## src/design/rcbf_pkg.sv

```systemverilog
// ----------------------------------------------------------------------------
// rcbf_pkg
// Shared types and constants of the PCM rate converter buffer filler.
// ----------------------------------------------------------------------------
package rcbf_pkg;

	localparam int SAMPLE_W   = 16;
	localparam int SRC_RATE_W = 18;
	localparam int OUT_RATE_W = 16;
	localparam int SLOT_W     = 10;
	localparam int BUFNUM_W   = 4;
	localparam int SAMPLES_W  = 12;
	localparam int SKIP_W     = 5;

	// frames one source byte may give at most, and its counter width
	localparam int MAX_FRAMES = 64;
	localparam int FRAME_N_W  = 6;

	localparam logic [SKIP_W-1:0] SKIP_MAX = 5'd31;
	localparam logic [7:0]        SILENCE  = 8'h80;

	localparam logic [SRC_RATE_W-1:0] SRC_RATE_MIN   = 18'd750;
	localparam logic [SRC_RATE_W-1:0] SRC_RATE_MAX   = 18'd192000;
	localparam logic [SRC_RATE_W-1:0] SRC_RATE_RESET = 18'd48000;
	localparam logic [OUT_RATE_W-1:0] OUT_RATE_MIN   = 16'd8000;
	localparam logic [OUT_RATE_W-1:0] OUT_RATE_MAX   = 16'd48000;
	localparam logic [OUT_RATE_W-1:0] OUT_RATE_RESET = 16'd48000;

	// register indexes of the write port
	localparam logic REG_SOURCE_RATE = 1'b0;
	localparam logic REG_OUTPUT_RATE = 1'b1;

	// input queue geometry
	localparam int QDEPTH = 2;
	localparam int QPTR_W = 1;
	localparam int QCNT_W = 2;

	typedef struct packed {
		logic [SAMPLE_W-1:0] sample;
		logic                last;
	} q_item_t;

	typedef struct packed {
		logic [SRC_RATE_W-1:0] src_hz;
		logic [OUT_RATE_W-1:0] out_hz;
	} rates_t;

	typedef struct packed {
		logic signed [SAMPLE_W-1:0] left_sample;
		logic signed [SAMPLE_W-1:0] right_sample;
		logic                       frame_valid;
		logic [BUFNUM_W-1:0]        buffer_number;
		logic [SLOT_W-1:0]          frame_slot;
		logic                       buffer_end;
		logic [SAMPLES_W-1:0]       buffer_samples;
		logic                       last_of_item;
	} result_t;

endpackage

```

## src/design/rcbf_front.sv

```systemverilog
// ----------------------------------------------------------------------------
// rcbf_front
// Accepts source bytes, converts them to signed samples and queues them.
// ----------------------------------------------------------------------------
module rcbf_front (
	input  logic             clk,
	input  logic             arst_n,
	input  logic             s_tvalid,
	output logic             s_tready,
	input  logic [7:0]       s_tdata,   // [7:0] source_byte
	input  logic             s_tlast,
	output logic             head_valid,
	output rcbf_pkg::q_item_t head,
	input  logic             pop
);

	rcbf_pkg::q_item_t mem_q [rcbf_pkg::QDEPTH];
	logic [rcbf_pkg::QPTR_W-1:0] wr_q;
	logic [rcbf_pkg::QPTR_W-1:0] rd_q;
	logic [rcbf_pkg::QCNT_W-1:0] count_q;
	logic push;
	rcbf_pkg::q_item_t item;

	assign s_tready   = count_q != rcbf_pkg::QCNT_W'(rcbf_pkg::QDEPTH);
	assign head_valid = count_q != '0;
	assign push       = s_tvalid && s_tready;
	assign head       = mem_q[rd_q];

	// unsigned byte to signed 16-bit: flip the sign bit, scale by 256
	always_comb begin
		item.sample = {s_tdata ^ rcbf_pkg::SILENCE, 8'h00};
		item.last   = s_tlast;
	end

	always_ff @(posedge clk) begin
		if (push) begin
			mem_q[wr_q] <= item;
		end
	end

	always_ff @(posedge clk or negedge arst_n) begin
		if (!arst_n) begin
			wr_q    <= '0;
			rd_q    <= '0;
			count_q <= '0;
		end else begin
			if (push) begin
				wr_q <= wr_q + rcbf_pkg::QPTR_W'(1);
			end
			if (pop) begin
				rd_q <= rd_q + rcbf_pkg::QPTR_W'(1);
			end
			if (push && !pop) begin
				count_q <= count_q + rcbf_pkg::QCNT_W'(1);
			end else if (pop && !push) begin
				count_q <= count_q - rcbf_pkg::QCNT_W'(1);
			end
		end
	end

endmodule

```

## src/design/rcbf_engine.sv

```systemverilog
// ----------------------------------------------------------------------------
// rcbf_engine
// Phase accumulator sequencer: emits frames, tracks skips and ring buffers.
// ----------------------------------------------------------------------------
module rcbf_engine #(
	parameter int BUFFER_COUNT      = 16,
	parameter int FRAMES_PER_BUFFER = 1024
) (
	input  logic              clk,
	input  logic              arst_n,
	input  rcbf_pkg::rates_t  rates,
	input  logic              head_valid,
	input  rcbf_pkg::q_item_t head,
	output logic              pop,
	output logic              out_valid,
	input  logic              out_ready,
	output rcbf_pkg::result_t out_word
);

	localparam int BUF_W = $clog2(BUFFER_COUNT);
	localparam int FIB_W = $clog2(FRAMES_PER_BUFFER + 1);
	localparam int N_W   = rcbf_pkg::FRAME_N_W;
	localparam int PH_W  = rcbf_pkg::SRC_RATE_W;

	localparam logic [1:0] ST_IDLE  = 2'd0;
	localparam logic [1:0] ST_FRAME = 2'd1;
	localparam logic [1:0] ST_SUB   = 2'd2;

	logic [1:0]                      state_q, state_d;
	logic [PH_W-1:0]                 phase_q, phase_d;
	logic [rcbf_pkg::SKIP_W-1:0]     skip_q, skip_d;
	logic [rcbf_pkg::SKIP_W-1:0]     extra_q, extra_d;
	logic [BUF_W-1:0]                buf_q, buf_d;
	logic [FIB_W-1:0]                fib_q, fib_d;
	logic [N_W-1:0]                  n_q, n_d;
	logic [rcbf_pkg::SAMPLE_W-1:0]   sample_q, sample_d;
	logic                            last_q, last_d;
	rcbf_pkg::result_t               out_q;
	logic                            out_valid_q;

	logic                            slot_free;
	logic                            load_out;
	rcbf_pkg::result_t               res;
	logic [PH_W:0]                   sum_w;
	logic [PH_W:0]                   out_rate_w;
	logic                            ge;
	logic                            done;
	logic                            closes;
	logic [FIB_W-1:0]                frames_new;
	logic [FIB_W:0]                  twice_new;
	logic [FIB_W:0]                  twice_cur;
	logic [BUF_W-1:0]                next_buf;

	assign slot_free  = !out_valid_q || out_ready;
	assign out_rate_w = (PH_W + 1)'(rates.out_hz);
	assign sum_w      = (PH_W + 1)'(phase_q) + (PH_W + 1)'(rates.src_hz);
	assign ge         = sum_w >= out_rate_w;
	assign done       = ge || (n_q == N_W'(rcbf_pkg::MAX_FRAMES - 1));
	assign frames_new = fib_q + FIB_W'(1);
	assign twice_new  = {frames_new, 1'b0};
	assign twice_cur  = {fib_q, 1'b0};
	assign closes     = (frames_new == FIB_W'(FRAMES_PER_BUFFER)) || (done && last_q);
	assign next_buf   = (buf_q == BUF_W'(BUFFER_COUNT - 1)) ? '0 : buf_q + BUF_W'(1);

	always_comb begin
		state_d  = state_q;
		phase_d  = phase_q;
		skip_d   = skip_q;
		extra_d  = extra_q;
		buf_d    = buf_q;
		fib_d    = fib_q;
		n_d      = n_q;
		sample_d = sample_q;
		last_d   = last_q;
		pop      = 1'b0;
		load_out = 1'b0;
		res      = '0;
		res.buffer_number = rcbf_pkg::BUFNUM_W'(buf_q);

		case (state_q)
			ST_IDLE: begin
				if (head_valid) begin
					if (skip_q != '0) begin
						if (head.last) begin
							// skipped last byte: bare end marker, close a nonempty buffer
							if (slot_free) begin
								pop                = 1'b1;
								load_out           = 1'b1;
								res.buffer_end     = fib_q != '0;
								res.buffer_samples = rcbf_pkg::SAMPLES_W'(twice_cur);
								res.last_of_item   = 1'b1;
								phase_d            = '0;
								skip_d             = '0;
								buf_d              = '0;
								fib_d              = '0;
							end
						end else begin
							pop    = 1'b1;
							skip_d = skip_q - rcbf_pkg::SKIP_W'(1);
						end
					end else begin
						pop      = 1'b1;
						sample_d = head.sample;
						last_d   = head.last;
						n_d      = '0;
						state_d  = ST_FRAME;
					end
				end
			end
			ST_FRAME: begin
				if (slot_free) begin
					load_out           = 1'b1;
					res.left_sample    = $signed(sample_q);
					res.right_sample   = $signed(sample_q);
					res.frame_valid    = 1'b1;
					res.frame_slot     = rcbf_pkg::SLOT_W'(fib_q);
					res.buffer_end     = closes;
					res.buffer_samples = closes ? rcbf_pkg::SAMPLES_W'(twice_new) : '0;
					res.last_of_item   = done;
					phase_d = ge ? PH_W'(sum_w - out_rate_w) : PH_W'(sum_w);
					extra_d = '0;
					fib_d   = closes ? '0 : frames_new;
					buf_d   = closes ? next_buf : buf_q;
					if (done) begin
						if (last_q) begin
							phase_d = '0;
							skip_d  = '0;
							buf_d   = '0;
							fib_d   = '0;
							state_d = ST_IDLE;
						end else if (ge) begin
							state_d = ST_SUB;
						end else begin
							state_d = ST_IDLE;
						end
					end else begin
						n_d = n_q + N_W'(1);
					end
				end
			end
			ST_SUB: begin
				// each further subtraction skips one following byte
				if ((PH_W + 1)'(phase_q) >= out_rate_w) begin
					phase_d = PH_W'((PH_W + 1)'(phase_q) - out_rate_w);
					extra_d = (extra_q == rcbf_pkg::SKIP_MAX) ? extra_q
						: extra_q + rcbf_pkg::SKIP_W'(1);
				end else begin
					skip_d  = extra_q;
					state_d = ST_IDLE;
				end
			end
			default: begin
				state_d = ST_IDLE;
			end
		endcase
	end

	always_ff @(posedge clk or negedge arst_n) begin
		if (!arst_n) begin
			state_q     <= ST_IDLE;
			phase_q     <= '0;
			skip_q      <= '0;
			extra_q     <= '0;
			buf_q       <= '0;
			fib_q       <= '0;
			n_q         <= '0;
			last_q      <= 1'b0;
			out_valid_q <= 1'b0;
		end else begin
			state_q <= state_d;
			phase_q <= phase_d;
			skip_q  <= skip_d;
			extra_q <= extra_d;
			buf_q   <= buf_d;
			fib_q   <= fib_d;
			n_q     <= n_d;
			last_q  <= last_d;
			if (load_out) begin
				out_valid_q <= 1'b1;
			end else if (out_ready) begin
				out_valid_q <= 1'b0;
			end
		end
	end

	always_ff @(posedge clk) begin
		sample_q <= sample_d;
		if (load_out) begin
			out_q <= res;
		end
	end

	assign out_valid = out_valid_q;
	assign out_word  = out_q;

`ifndef NO_ASSERTIONS
	a_fib_below_full: assert property (@(posedge clk) disable iff (!arst_n)
		fib_q < FIB_W'(FRAMES_PER_BUFFER))
		else $error("frame count reached a full buffer without advancing");

	a_no_skip_in_sub: assert property (@(posedge clk) disable iff (!arst_n)
		state_q == ST_SUB |-> skip_q == '0)
		else $error("skip count pending while phase is still being reduced");

	a_idle_emit_marker: assert property (@(posedge clk) disable iff (!arst_n)
		(load_out && state_q == ST_IDLE) |-> (skip_q != '0 && head.last && pop))
		else $error("idle result that is not an end marker of a skipped last byte");

	a_stream_end_clears: assert property (@(posedge clk) disable iff (!arst_n)
		(state_q == ST_FRAME && slot_free && done && last_q)
		|=> (fib_q == '0 && buf_q == '0 && phase_q == '0 && state_q == ST_IDLE))
		else $error("stream end did not restart at buffer zero");
`endif

endmodule

```

## src/design/pcm_rate_converter_buffer_filler.sv

```systemverilog
// ----------------------------------------------------------------------------
// pcm_rate_converter_buffer_filler
// Zero-order-hold rate converter that packs stereo frames into ring buffers.
// ----------------------------------------------------------------------------
// A source byte leaves the two-entry input queue, then emits 1 to 64 frames,
// one per cycle while the output is taken, then, after its last frame, the
// phase accumulator does its extra subtractions one at a time, about the
// ratio of source to output rate, before the byte is finished. A byte that
// is skipped emits no frame. New bytes are queued while the engine works
// and while a result waits in the output register.
module pcm_rate_converter_buffer_filler #(
	parameter int BUFFER_COUNT      = 16,
	parameter int FRAMES_PER_BUFFER = 1024
) (
	input  logic        clk,
	input  logic        arst_n,
	input  logic        wr_en,
	input  logic        wr_index,
	input  logic [17:0] wr_data,
	input  logic        s_tvalid,
	output logic        s_tready,
	input  logic [7:0]  s_tdata,   // [7:0] source_byte
	input  logic        s_tlast,   // source_last
	output logic        m_tvalid,
	input  logic        m_tready,
	// [15:0] left_sample, [31:16] right_sample, [35:32] buffer_number,
	// [45:36] frame_slot, [46] buffer_end, [58:47] buffer_samples, [63:59] zero
	output logic [63:0] m_tdata,
	output logic        m_tuser,   // frame_valid
	output logic        m_tlast    // last_of_item
);

	rcbf_pkg::rates_t  rates_q;
	rcbf_pkg::q_item_t head;
	rcbf_pkg::result_t out_word;
	logic              head_valid;
	logic              pop;
	logic [rcbf_pkg::OUT_RATE_W-1:0] out_wr;

	assign out_wr = wr_data[rcbf_pkg::OUT_RATE_W-1:0];

	// clamp each written value to its register's range
	always_ff @(posedge clk or negedge arst_n) begin
		if (!arst_n) begin
			rates_q.src_hz <= rcbf_pkg::SRC_RATE_RESET;
			rates_q.out_hz <= rcbf_pkg::OUT_RATE_RESET;
		end else if (wr_en) begin
			case (wr_index)
				rcbf_pkg::REG_SOURCE_RATE: begin
					if (wr_data < rcbf_pkg::SRC_RATE_MIN) begin
						rates_q.src_hz <= rcbf_pkg::SRC_RATE_MIN;
					end else if (wr_data > rcbf_pkg::SRC_RATE_MAX) begin
						rates_q.src_hz <= rcbf_pkg::SRC_RATE_MAX;
					end else begin
						rates_q.src_hz <= wr_data;
					end
				end
				rcbf_pkg::REG_OUTPUT_RATE: begin
					if (out_wr < rcbf_pkg::OUT_RATE_MIN) begin
						rates_q.out_hz <= rcbf_pkg::OUT_RATE_MIN;
					end else if (out_wr > rcbf_pkg::OUT_RATE_MAX) begin
						rates_q.out_hz <= rcbf_pkg::OUT_RATE_MAX;
					end else begin
						rates_q.out_hz <= out_wr;
					end
				end
				default: begin
					rates_q <= rates_q;
				end
			endcase
		end
	end

	rcbf_front u_front (
		.clk        (clk),
		.arst_n     (arst_n),
		.s_tvalid   (s_tvalid),
		.s_tready   (s_tready),
		.s_tdata    (s_tdata),
		.s_tlast    (s_tlast),
		.head_valid (head_valid),
		.head       (head),
		.pop        (pop)
	);

	rcbf_engine #(
		.BUFFER_COUNT      (BUFFER_COUNT),
		.FRAMES_PER_BUFFER (FRAMES_PER_BUFFER)
	) u_engine (
		.clk        (clk),
		.arst_n     (arst_n),
		.rates      (rates_q),
		.head_valid (head_valid),
		.head       (head),
		.pop        (pop),
		.out_valid  (m_tvalid),
		.out_ready  (m_tready),
		.out_word   (out_word)
	);

	assign m_tdata = {5'b0, out_word.buffer_samples, out_word.buffer_end, out_word.frame_slot,
		out_word.buffer_number, out_word.right_sample, out_word.left_sample};
	assign m_tuser = out_word.frame_valid;
	assign m_tlast = out_word.last_of_item;

endmodule

```

## config.mk

```make
export PLATFORM = sky130hd
export DESIGN_NAME = pcm_rate_converter_buffer_filler
export DESIGN_NICKNAME = d
export VERILOG_FILES = /design/src/design/rcbf_pkg.sv /design/src/design/rcbf_front.sv /design/src/design/rcbf_engine.sv /design/src/design/pcm_rate_converter_buffer_filler.sv
export SDC_FILE = /design/constraint.sdc
export NUM_CORES = 1
export LEC_CHECK = 0
export BUFFER_PORTS_ARGS = -buffer_cell sky130_fd_sc_hd__buf_4
export CAP_MARGIN = 20
export CORE_ASPECT_RATIO = 1.1
export CORE_MARGIN = 5
export CORE_UTILIZATION = 37
export CTS_BUF_LIST = sky130_fd_sc_hd__clkbuf_8 sky130_fd_sc_hd__clkbuf_16
export DETAILED_ROUTE_END_ITERATION = 6
export GPL_ROUTABILITY_DRIVEN = 1
export SETUP_SLACK_MARGIN = 0.05
export SYNTH_ARGS = -nofsm -noshare
export SYNTH_HDL_FRONTEND = slang
export SYNTH_HIERARCHICAL = 1
export SYNTH_SLANG_ARGS = --single-unit
export TNS_END_PERCENT = 10
```

## constraint.sdc

```tcl
create_clock -name clk -period 5.95 [get_ports clk]
set_input_delay 0.2975 -clock clk [delete_from_list [all_inputs] [get_ports clk]]
set_output_delay 0.2975 -clock clk [all_outputs]
set_load 0.03 [all_outputs]
```

==> results.md <==
- Combinational power share: roughly three fifths
- Setup violators final: 0
- Die W: between 150 and 200 microns
- First-pass GRT wire length: approximately 46 mm
- Seq cells post-synth: 169
- Most common cell type on the critical path: nor2_1
- Fin. Hold Viols: 0
- Largest stage delay, worst path: 0.62 ns
- TritonCTS Buffers: 17
- Status: complete, no violations
- CTS tree: yes
- Antenna Nets Post-Route: 0
- Total track usage: 16.6%
- Clk sinks: 169
- Setup Fix Bufs, Post-CTS: 0
- CP Cell Sequence: ha_1 > inv_1 > fa_1 > nand2b_1 > a21o_1 > a21boi_0 > o21a_1 > nor2_1 > xnor2_1 > ha_1 > o21a_1 > nor2_1 > o32a_1 > a21bo_2 > nor4_4 > a31oi_2 > nor2_1 > o21ai_0
- Reg2reg start: u_engine/phase_q[0]$_DFFE_PN0P_
- Crit path DAT: 5.32 ns
- I/O pin cnt: 101
- Sequential share of the synthesized area: 41.9%
- WP data required: about 6 ns
- Clock root buffer: clkbuf_16
- Mapped cell area: roughly 11000 sq um
- H-tree levels: 4
- Full die area: roughly 33000 sq um
- Rel. slew slack: approximately a third
- DRC: 0
- Total number of vias: 8902
- Worst Path Max Fanout: 11
- DRT iter0 DRCs: 545
- Initial antenna violation count: 0
- Cell row count: 66
- Clock period minus worst slack: 5.19 ns
- FF+latch area: about 4600 sq um
- Asr flop ratio synth: roughly 54%
- Clock skew: approximately 0.018 ns
- Die Ht: roughly 190 microns
- Pins Over Slew Limit: 0
- GRT overflow: 0
- Slowest-stage cell, CP: nor2_1
- P_leak: approximately 5.5 nW
- # fillers: roughly 2.9k
- Hold Crit Endpoint: u_front/mem_q[1][5]$_DFFE_PP_
- Hold Path Class: in -> reg
- Setup slack, reg-to-reg: around 0.76 ns
- Worst r2r path cells: 18
- RSZ-0062 raised after global routing: no
- NetSw: ~3.5 mW
- Cell internal pwr: 3.90 mW
- Nets: between 1k and 1.5k
- Cell Pwr Density: 588 nW/um^2
- Achievable Freq: between 150 and 200 MHz
- First-pass DRT Iterations: 5
- Initial Util: a little under two fifths
- EDFF count, synth: 78
- Clk buf depth: 2
- Post-DP HPWL: roughly 21 mm
- Clock share of power: ~16%
- Synth warn: 6
- Clk slew on worst S/H paths: around 0.080 ns
- Multi-input gate area: about 5800 sq um
- Vias in the first global route: 8734
- Setup TNS: 0 ns
- Number of vias per cell: around 5.6
- N_diodes: 0
- Worst hold start: s_tdata[4]
- Max-cap violation count: 0
- Synth Flop Type: edfxtp_1
- Synth Instances: around 1.1k
- Drt wl/cell: about 18 microns
- Routability cong.: about 0.9
- Port Buf Inserts: between 90 and 100
- Crit Path Class: reg -> reg
- Layout cells sized above 1: ~17%
- Final Cycle Share: a little under 90%
- Largest net degree at the start of global routing: 60
- Synthesized area per cell: roughly 9.7 sq um
- Drt total wl: approximately 28 mm
- Peak VDD IR: 233 uV
- Unique masters post-synth: 87
- CP Capture Type: register
- Overall Power: 7.36 mW
- Clk_lat worst skew: 0.44 ns
- Final core utilization: a little over two fifths
- Worst flop-to-flop path endpoint: u_engine/out_word[13]$_DFFE_PP_
- Worst slew pin tran: 0.990 ns
- Worst setup SP type: register
- Sw Ratio: 47.0%
- Core Area: about 30000 sq um
- WHS Path Cells: 1
- Sequential power share: approximately 26%
- Area Growth Syn to Fin: 13.3%
[layout make-up]
cell class | count | share of cell area, %
Inverter | 50 | 1.50
Timing Repair Buffer | 104 | 6.23
Clock inverter | 15 | 1.55
Clock buffer | 17 | 3.40
Tap cell | 374 | 3.74
Sequential cell | 169 | 37.0
Multi-Input combinational cell | 850 | 46.6
[worst max path at each step]
stage / startpoint / endpoint / slack (ns) / cells past startpoint
final: u_engine/phase_q[0]$_DFFE_PN0P_ / u_engine/out_word[13]$_DFFE_PP_ / 0.76 / 18
after global routing: u_engine/phase_q[0]$_DFFE_PN0P_ / u_engine/out_word[13]$_DFFE_PP_ / 0.33 / 18
after CTS: rates_q[28]$_DFFE_PN1P_ / u_engine/out_word[13]$_DFFE_PP_ / 0.82 / 14
after detailed placement: rates_q[28]$_DFFE_PN1P_ / u_engine/out_word[13]$_DFFE_PP_ / 0.84 / 14
after global placement: rates_q[28]$_DFFE_PN1P_ / u_engine/out_word[13]$_DFFE_PP_ / 1.04 / 14
after floorplan: rates_q[28]$_DFFE_PN1P_ / u_engine/out_word[5]$_DFFE_PP_ / 1.51 / 16
[power by group through the flow]
stage	Clock [mW]	Combinational, mW	Sequential (mW)
floorplan	0	3.00	2.13
global placement	0	4.23	1.90
detailed placement	0	4.27	1.91
CTS	1.18	4.30	1.89
global route	1.23	4.72	1.93
finish	1.16	4.33	1.88
[worst max-delay path, delay by kind of cell (launching register included)]
family	cells	cell delay, ns
AO/OA/AOI/OAI	8	1.86
XOR/XNOR	1	0.21
adder cells (fa/ha/maj)	3	0.91
buffers and inverters	1	0.06
flip-flops	1	0.37
AND/OR/NAND/NOR	5	1.46
[kinds of logic (layout without fill, tap and decap cells)]
kind of cell | count (synthesis) | after routing | synth area share, %
muxes | 37 | 37 | 3.54
and+or+nand+nor | 394 | 394 | 18.4
xor gates and xnor gates | 41 | 41 | 3.32
DFF | 169 | 169 | 41.9
adders and majority gates | 66 | 66 | 7.67
buffers and inverters | 130 | 186 | 5.70
AOI/OAI and AO/OA | 298 | 298 | 19.3
other | 3 | 14 | 0.102
[per-layer routing]
layer / vias up / track usage [%] / share of wire [%]
li1: 4343 / - / -
met2: 255 / 27.6 / 48
met1: 4269 / 22.2 / 46
met5: - / 0 / 0
met4: 0 / 5.62 / 2.2
met3: 35 / 2.77 / 4.7
[metrics by stage]
| step | setup slack [ns] | cell area, sq um | hold slack (ns) | instances |
|---|---|---|---|---|
| global route | 0.333 | 12500 | 0.0251 | 1579 |
| global placement | 1.04 | 11900 | 0.274 | 1545 |
| CTS | 0.824 | 12500 | 0.0270 | 1578 |
| detailed placement | 0.836 | 11900 | 0.285 | 1545 |
| finish | 0.759 | 12500 | 0.0528 | 1579 |
| floorplan | 1.51 | 11100 | 0.00191 | 1149 |
[layout by cell type (no fill, tap or decap), types with 13 or more instances in the layout]
master | netlist | routed
a21o_1 | 26 | 26
a21oi_1 | 44 | 44
a221o_1 | 14 | 14
a31oi_1 | 14 | 14
and3_1 | 35 | 35
buf_4 | 30 | 102
clkbuf_16 | 0 | 17
conb_1 | 3 | 14
dfrtp_1 | 77 | 77
dfstp_2 | 14 | 14
edfxtp_1 | 78 | 78
ha_1 | 63 | 63
inv_1 | 50 | 50
mux2_2 | 17 | 17
mux2i_1 | 20 | 20
nand2_1 | 102 | 101
nand2b_1 | 17 | 17
nand3_1 | 33 | 33
nand4_1 | 18 | 18
nor2_1 | 72 | 72
nor2b_1 | 13 | 13
nor3_1 | 41 | 41
o21ai_0 | 55 | 55
o221ai_1 | 14 | 14
o22ai_1 | 13 | 13
xnor2_1 | 26 | 26
xor2_1 | 14 | 14
[synthesized netlist by cell type (26+ instances only)]
cell type	count	area [sq um]
a21o_1	26	195
buf_4	30	225
inv_1	50	188
and3_1	35	219
nor2_1	72	270
ha_1	63	788
nand2_1	102	383
dfrtp_1	77	1930
nor3_1	41	205
xnor2_1	26	228
nand3_1	33	165
a21oi_1	44	220
clkbuf_1	35	131
o21ai_0	55	275
edfxtp_1	78	2340
[state kept, by name, summed over array words and instances (netlist names)]
name                cells
u_engine/state_q        2
u_engine/skip_q         5
u_engine/phase_q       18
u_engine/extra_q        5
u_engine/sample_q      16
u_engine/out_word      44
u_engine/buf_q          4
rates_q                34
u_front/wr_q            1
u_engine/last_q         1
u_engine/n_q            6
u_front/rd_q            1
u_front/mem_q          18
u_engine/out_valid      1
u_front/count_q         2
u_engine/fib_q         11
[timing repair]
item                      CTS  global route
resized for setup           0             0
hold buffers                1             0
hold endpoints to repair   28             0
No activity file was read; power rests on OpenSTA's default activity.
